<file path="src/design/lzwve_pkg.sv">
// ----------------------------------------------------------------------------
// lzwve_pkg
// Shared constants, types and helpers of the LZW variable width encoder.
// ----------------------------------------------------------------------------
`default_nettype none

package lzwve_pkg;

   localparam logic [3:0]  MIN_WIDTH  = 4'd9;
   localparam logic [3:0]  MAX_WIDTH  = 4'd12;
   localparam logic [12:0] FIRST_FREE = 13'd256;
   localparam logic [12:0] CODE_LIMIT = 13'd4096;
   localparam int          DICT_DEPTH = 3840;
   localparam int          SLOT_DEPTH = 8192;

   typedef struct packed {
      logic [7:0] data_byte;
      logic       end_of_stream;
   } item_type;

   typedef struct packed {
      logic [11:0] prefix;
      logic [7:0]  suffix;
      logic [12:0] slot;
   } dict_entry_type;

   // All-ones word of the given width, right aligned in 12 bits.
   function automatic logic [11:0] all_ones(input logic [3:0] width);
      logic [12:0] full;
      full = (13'd1 << width) - 13'd1;
      return full[11:0];
   endfunction

endpackage

`default_nettype wire

</file>
<file path="src/design/lzwve_if.sv">
// ----------------------------------------------------------------------------
// lzwve_if
// Valid/ready channels carrying input bytes and output code beats.
// ----------------------------------------------------------------------------
`default_nettype none

interface lzwve_req_if;
   logic       valid;
   logic       ready;
   logic [7:0] data_byte;
   logic       end_of_stream;
   modport source (output valid, output data_byte, output end_of_stream, input ready);
   modport sink   (input valid, input data_byte, input end_of_stream, output ready);
endinterface


`default_nettype wire

</file>
<file path="src/design/lzwve_front.sv">
// ----------------------------------------------------------------------------
// lzwve_front
// Accepts input beats into a two-entry queue that feeds the encoding core.
// ----------------------------------------------------------------------------
`default_nettype none

module lzwve_front (
   input  wire logic               clock,
   input  wire logic               reset,
   lzwve_req_if.sink               req_chan,
   output lzwve_pkg::item_type     q_item,
   output logic                    q_valid,
   input  wire logic               q_pop
);

   lzwve_pkg::item_type entry_ff [0:1];
   lzwve_pkg::item_type entry_in [0:1];
   logic [1:0] count_ff, count_in;
   logic       push;

   assign req_chan.ready = (count_ff != 2'd2);
   assign push           = req_chan.valid && req_chan.ready;
   assign q_valid        = (count_ff != 2'd0);
   assign q_item         = entry_ff[0];

   always_comb begin
      lzwve_pkg::item_type incoming;
      incoming.data_byte     = req_chan.data_byte;
      incoming.end_of_stream = req_chan.end_of_stream;
      entry_in[0] = entry_ff[0];
      entry_in[1] = entry_ff[1];
      count_in    = count_ff;
      if (q_pop && q_valid) begin
         entry_in[0] = entry_ff[1];
         count_in    = count_in - 2'd1;
      end
      if (push) begin
         if (count_in == 2'd0) begin
            entry_in[0] = incoming;
         end else begin
            entry_in[1] = incoming;
         end
         count_in = count_in + 2'd1;
      end
   end

   always_ff @(posedge clock) begin
      entry_ff[0] <= entry_in[0];
      entry_ff[1] <= entry_in[1];
      if (reset) begin
         count_ff <= 2'd0;
      end else begin
         count_ff <= count_in;
      end
   end

endmodule

`default_nettype wire

</file>
<file path="src/flat_wrapper.sv">
// flat-port wrapper written by rule: the top's interface ports become plain ports
module lzwve_front_flat 
  (clock, reset, q_item, q_valid, q_pop, req_chan_valid, req_chan_data_byte, req_chan_end_of_stream, req_chan_ready);
  lzwve_req_if req_chan_i ();
  input  wire logic clock;
  input  wire logic reset;
  output lzwve_pkg::item_type q_item;
  output logic q_valid;
  input  wire logic q_pop;
  input wire logic [$bits(req_chan_i.valid)-1:0] req_chan_valid;
  input wire logic [$bits(req_chan_i.data_byte)-1:0] req_chan_data_byte;
  input wire logic [$bits(req_chan_i.end_of_stream)-1:0] req_chan_end_of_stream;
  output wire logic [$bits(req_chan_i.ready)-1:0] req_chan_ready;
  assign req_chan_i.valid = req_chan_valid;
  assign req_chan_i.data_byte = req_chan_data_byte;
  assign req_chan_i.end_of_stream = req_chan_end_of_stream;
  assign req_chan_ready = req_chan_i.ready;
  lzwve_front u_core (.clock(clock), .reset(reset), .req_chan(req_chan_i), .q_item(q_item), .q_valid(q_valid), .q_pop(q_pop));
endmodule
</file>
<file path="config.mk">
export PLATFORM = sky130hd
export DESIGN_NAME = lzwve_front_flat
export DESIGN_NICKNAME = d
export VERILOG_FILES = /design/src/design/lzwve_pkg.sv /design/src/design/lzwve_if.sv /design/src/design/lzwve_front.sv /design/src/flat_wrapper.sv
export SDC_FILE = /design/constraint.sdc
export NUM_CORES = 1
export LEC_CHECK = 0
export BUFFER_PORTS_ARGS = -buffer_cell sky130_fd_sc_hd__buf_2
export CAP_MARGIN = 20
export CORE_UTILIZATION = 46
export CTS_CLUSTER_DIAMETER = 30
export DETAILED_ROUTE_END_ITERATION = 12
export PLACE_DENSITY = 0.76
export RECOVER_POWER = 50
export SYNTH_ARGS = -nofsm -noshare
export SYNTH_HDL_FRONTEND = slang
export SYNTH_SLANG_ARGS = --single-unit
</file>
<file path="constraint.sdc">
create_clock -name clock -period 2.32 [get_ports clock]
set_input_delay 0.232 -clock clock [delete_from_list [all_inputs] [get_ports clock]]
set_output_delay 0.232 -clock clock [all_outputs]
set_load 0.1 [all_outputs]
</file>
; ---- Yosys cells after proc, flatten, opt, wreduce, memory -nomap -nowiden
; Memory sizes are Yosys's and may differ from the RTL's.
; Cells that the tools add are included.
[word_totals]
ff_bits = 2
word_cells = 15
n_memories = 1
in_bits = 13
ramBits = 18
out_inout_bits = 11
[mem_list]
columns = memory, words, word_bits, rd, rd_clocked_by_memory_dff, write_ports, line
row1 = u_core.entry_ff, 2, 9, 2, 0, 2, lzwve_front.sv:16  ; lzwve_pkg::item_type entry_ff [0:1];
[op_classes]
add_sub_neg = 2
n_reduce_logical = 4
n_eq_ne = 1
mux = 6
[op_table]
columns = cell, n
row1 = two-way mux 9 bit, 3
row2 = two-way mux 18 bit, 1
row3 = two-way mux 2 bit, 2
row4 = "adder 2 x 1 -> 2 bit, second input constant", 1
row5 = logical AND 1 bit, 2
row6 = zero test 2 bit, 1
row7 = "inequality test 2 bit, second input constant", 1
row8 = nonzero test 2 bit, 1
row9 = "subtractor 2 x 1 -> 2 bit, second input constant", 1

; ---- Depth between registers and ports, before layout
[logic_depth]
depth_word = 6
ltp_mapped = 8
ltp_nobuf = 7

; ---- Worst setup path before layout
; No wires, ideal clock.
[synth_path]
kind = reg2reg
start = reg u_core.count_ff[0] (netlist name)
end = mem u_core.entry_ff[0][10] (netlist name) (enable)
stages_incl_launch_ff = 8
setup_ns = 0.374
path_buffers = 1
arrival_time_ns = 1.800
t_required_ns = 1.946
period_less_slack_ns = 2.174
setup_slack_ns = 0.146
cell_sequence = dfxtp_1 -> inv_1 -> ha_1 -> nand2b_4 -> buf_12 -> mux2_4 -> ha_1 -> nor2_1
[synth_rtl]
columns = item, line
row1 = to (decl), lzwve_front.sv:16

; ---- Final worst setup path
[layout_path]
start = reg u_core.count_ff[0]
end = out q_valid
[layout_via]
elab_chain_len = 1
[layout_rtl]
columns = item, line
row1 = from (decl), lzwve_front.sv:18  ; logic [1:0] count_ff, count_in;
row2 = from (signal assigned), lzwve_front.sv:53  ; count_ff <= count_in;
row3 = nonzero test 2 bit, lzwve_front.sv:23  ; assign q_valid = (count_ff != 2'd0);
row4 = to (decl), flat_wrapper.sv:8  ; output logic q_valid;
; Every way passes these cells.

==> key figures <==
Outcome
  • Status: complete, no violations

Detailed routing
  • Pre-antenna DRT Iters: 2
  • Met3 wire len: 57 um
  • Post-DR vias/cell: 4.65
  • DRT met1 WL: 671 um
  • Wire length per cell: 12.9 um
  • DRC Markers: 0
  • Initial DRC Count: 3
  • Antenna Nets Post-Route: 0
  • Detailed Route WL: 1470 um
  • Top sig layer: met4
  • WL met2: 715 um
  • Routed vias: 530

Clock network
  • CTS sink cnt: 20
  • Post-CTS Setup Bufs: 0
  • Clock transition at the registers of the reported paths: 0.11 ns
  • Post-cts gate resize count: 0
  • Clock Tree Buf Depth: 2
  • H-tree levels: 1
  • Hold-fix buffers at CTS: 0
  • CTS Buf Count: 3
  • Clock Root Buffer: clkbuf_4
  • Worst-skew pair later-pin latency: 0.29 ns
  • CTS tree: done

Critical path
  • Setup CP Type: flip-flop to output pin
  • Buf/Inv on CP: 3
  • CP Depth: 4
  • CP Capture Type: output pin
  • CP arrival: 1.79 ns
  • Worst path slowest cell: clkbuf_1
  • CP max FO: 3
  • Worst path max stage delay: 0.85 ns
  • CP startpoint kind: flip-flop
  • Crit-path most repeated cell: inv_1
  • Worst r2r path cells: 7
  • CP required: 2.09 ns
  • CP delay by family, top: buffers and inverters
  • CP cell instances: inv_1, ha_1, inv_1, clkbuf_1

Synth
  • #FFs+latches synth: 20
  • Post-Syn Instances: 67
  • Synth unique cells: 16
  • Netlist Area Pre-Place: 1000 um^2
  • Largest family of logic cells by synthesized area: multiplexers
  • Seq/Total Area, Yosys: 48.9%
  • Post-synthesis mux area share: 28.8%
  • Yosys warns: 0
  • Avg Inst Size Synth: 15.0 um^2
  • Post-Synth Adder-Cell Area: 3.75%
  • Syn Nets: 83
  • Post-synthesis compound-gate area fraction: 1.25%
  • Synth Area in XOR/XNOR: 1.62%
  • Synth Area in Simple Gates: 5.37%

Timing
  • Final TNS setup: 0 ns
  • Unrepaired setup endpoints after global routing: false
  • Final Max Slew Viols: 0
  • Worst-margin pin slew: 1.17 ns
  • Relative slew slack: 22.4%
  • Crit share post-route: 87.1%
  • Fin Clk Skew: 0.00149 ns
  • Final setup viols: 0
  • Final hold viol count: 0
  • Max Freq: 495 MHz
  • Final Critical Period: 2.02 ns
  • Worst setup margin: 0.299 ns

Global route
  • First-pass GRT wire length: 2450 um
  • GRT Overall Usage: 14.0%
  • Largest net degree at the start of global routing: 13
  • Vias in the first global route: 546
  • Initial antenna violation count: 0
  • Global route overflow: 0

Placed design
  • Pre-CTS WS: 0.319 ns
  • PortBufs: 23
  • Detailed placement HPWL: 1130 um
  • Dpl cell area: 1090 um^2
  • GP Congestion: 0.664
  • DP Cell Count: 110

Finish
  • Diode count: 0
  • Final Cell Area: 1110 um^2
  • Post-Layout Cell Count: 114
  • # nets final: 104
  • Layout cell share with drive strength beyond 1: 44.8%
  • Layout area overhead: 11.0%
  • Filler instances: 187

Min path
  • Hold depth: 1
  • Class of the worst hold path: input pin to flip-flop

Floorplanning
  • Row count: 16
  • Die area: 2370 um^2
  • Core area: 2000 um^2
  • Die X: 48.7 um
  • Initial Utilization: 50.1%
  • Die Y: 48.7 um
  • Io pins: 24

Flow run
  • MaxCap Viol Count: 0
-- per-layer routing --
layer,vias up,track usage [%]
li1,260,-
met3,2,3.46
met2,13,22.0
met1,255,17.6
met4,0,7.35
met5,-,0
-- worst paths after layout --
| check | endpoint | slack [ns] | startpoint |
|---|---|---|---|
| worst max-delay path | q_valid | 0.30 | u_core.count_ff[0]$_SDFF_PP0_ |
| worst min-delay path | u_core.entry_ff[0][13]$_DFFE_PP_ | 0.13 | req_chan_data_byte[3] |
| worst max register to register | u_core.entry_ff[0][8]$_DFF_P_ | 0.35 | u_core.count_ff[0]$_SDFF_PP0_ |
| worst min register to register | u_core.entry_ff[0][8]$_DFF_P_ | 0.61 | u_core.entry_ff[0][17]$_DFFE_PP_ |
-- layout by cell type (no fill, tap or decap) --
cell,count
nor2_1,3
clkbuf_4,3
buf_4,3
nand3b_1,1
dfxtp_1,11
o31ai_2,1
ha_1,3
nand2b_4,1
nand2b_1,1
and2b_2,1
bufinv_16,1
nand2_2,1
inv_1,4
clkbuf_1,15
buf_2,8
edfxtp_1,9
mux2_2,3
xnor2_1,1
mux2_4,17
-- final cells by class --
cell class	count	area (um^2)	area share (%)
well taps	27	33.8	3.04
inverters	4	15.0	1.35
flip-flops and latches	20	490	44.1
multi-input cells	33	402	36.1
clock inverters	1	30.0	2.70
repair buffers	26	119	10.7
clock buffers	3	22.5	2.02
-- worst register-to-register path: cells and delay by family, from the launching register on --
family        cells  cell delay [ns]
simple gates      2             0.40
flops             1             0.32
buf+inv           1             0.06
fa+ha+maj         2             0.42
mux               2             0.68
-- sequential cells by signal, indices dropped and copies added, names as in the netlist --
register / cells
u_core.entry_ff: 18
u_core.count_ff: 2
-- cells in the mapped netlist, drive strengths merged --
master / n / area [um^2]
and2b: 1 / 8.76
buf: 10 / 87.6
dfxtp: 11 / 220
edfxtp: 9 / 270
ha: 3 / 37.5
inv: 4 / 15.0
mux2: 20 / 289
nand2: 1 / 6.26
nand2b: 2 / 20.0
nand3b: 1 / 7.51
nor2: 3 / 11.3
o31ai: 1 / 12.5
xnor2: 1 / 16.3
-- metrics by stage --
step                util (%)  hold WS, ns
floorplan                  -        0.328
finish                  55.6        0.127
global route            55.6        0.109
detailed placement      54.3        0.427
global placement        54.3        0.424
CTS                     56.9        0.117
-- cell families (layout without fill, tap and decap cells) --
group,Yosys count,count (layout)
XOR/XNOR,1,1
multiplexers,20,20
AND/OR/NAND/NOR,8,8
flip-flops,20,20
AO/OA/AOI/OAI,1,1
buffers and inverters,14,34
adder cells (fa/ha/maj),3,3
Power is left out: the tool's default activity adds up to more than one toggle a clock period on the data nets, which glitch-free logic cannot reach.
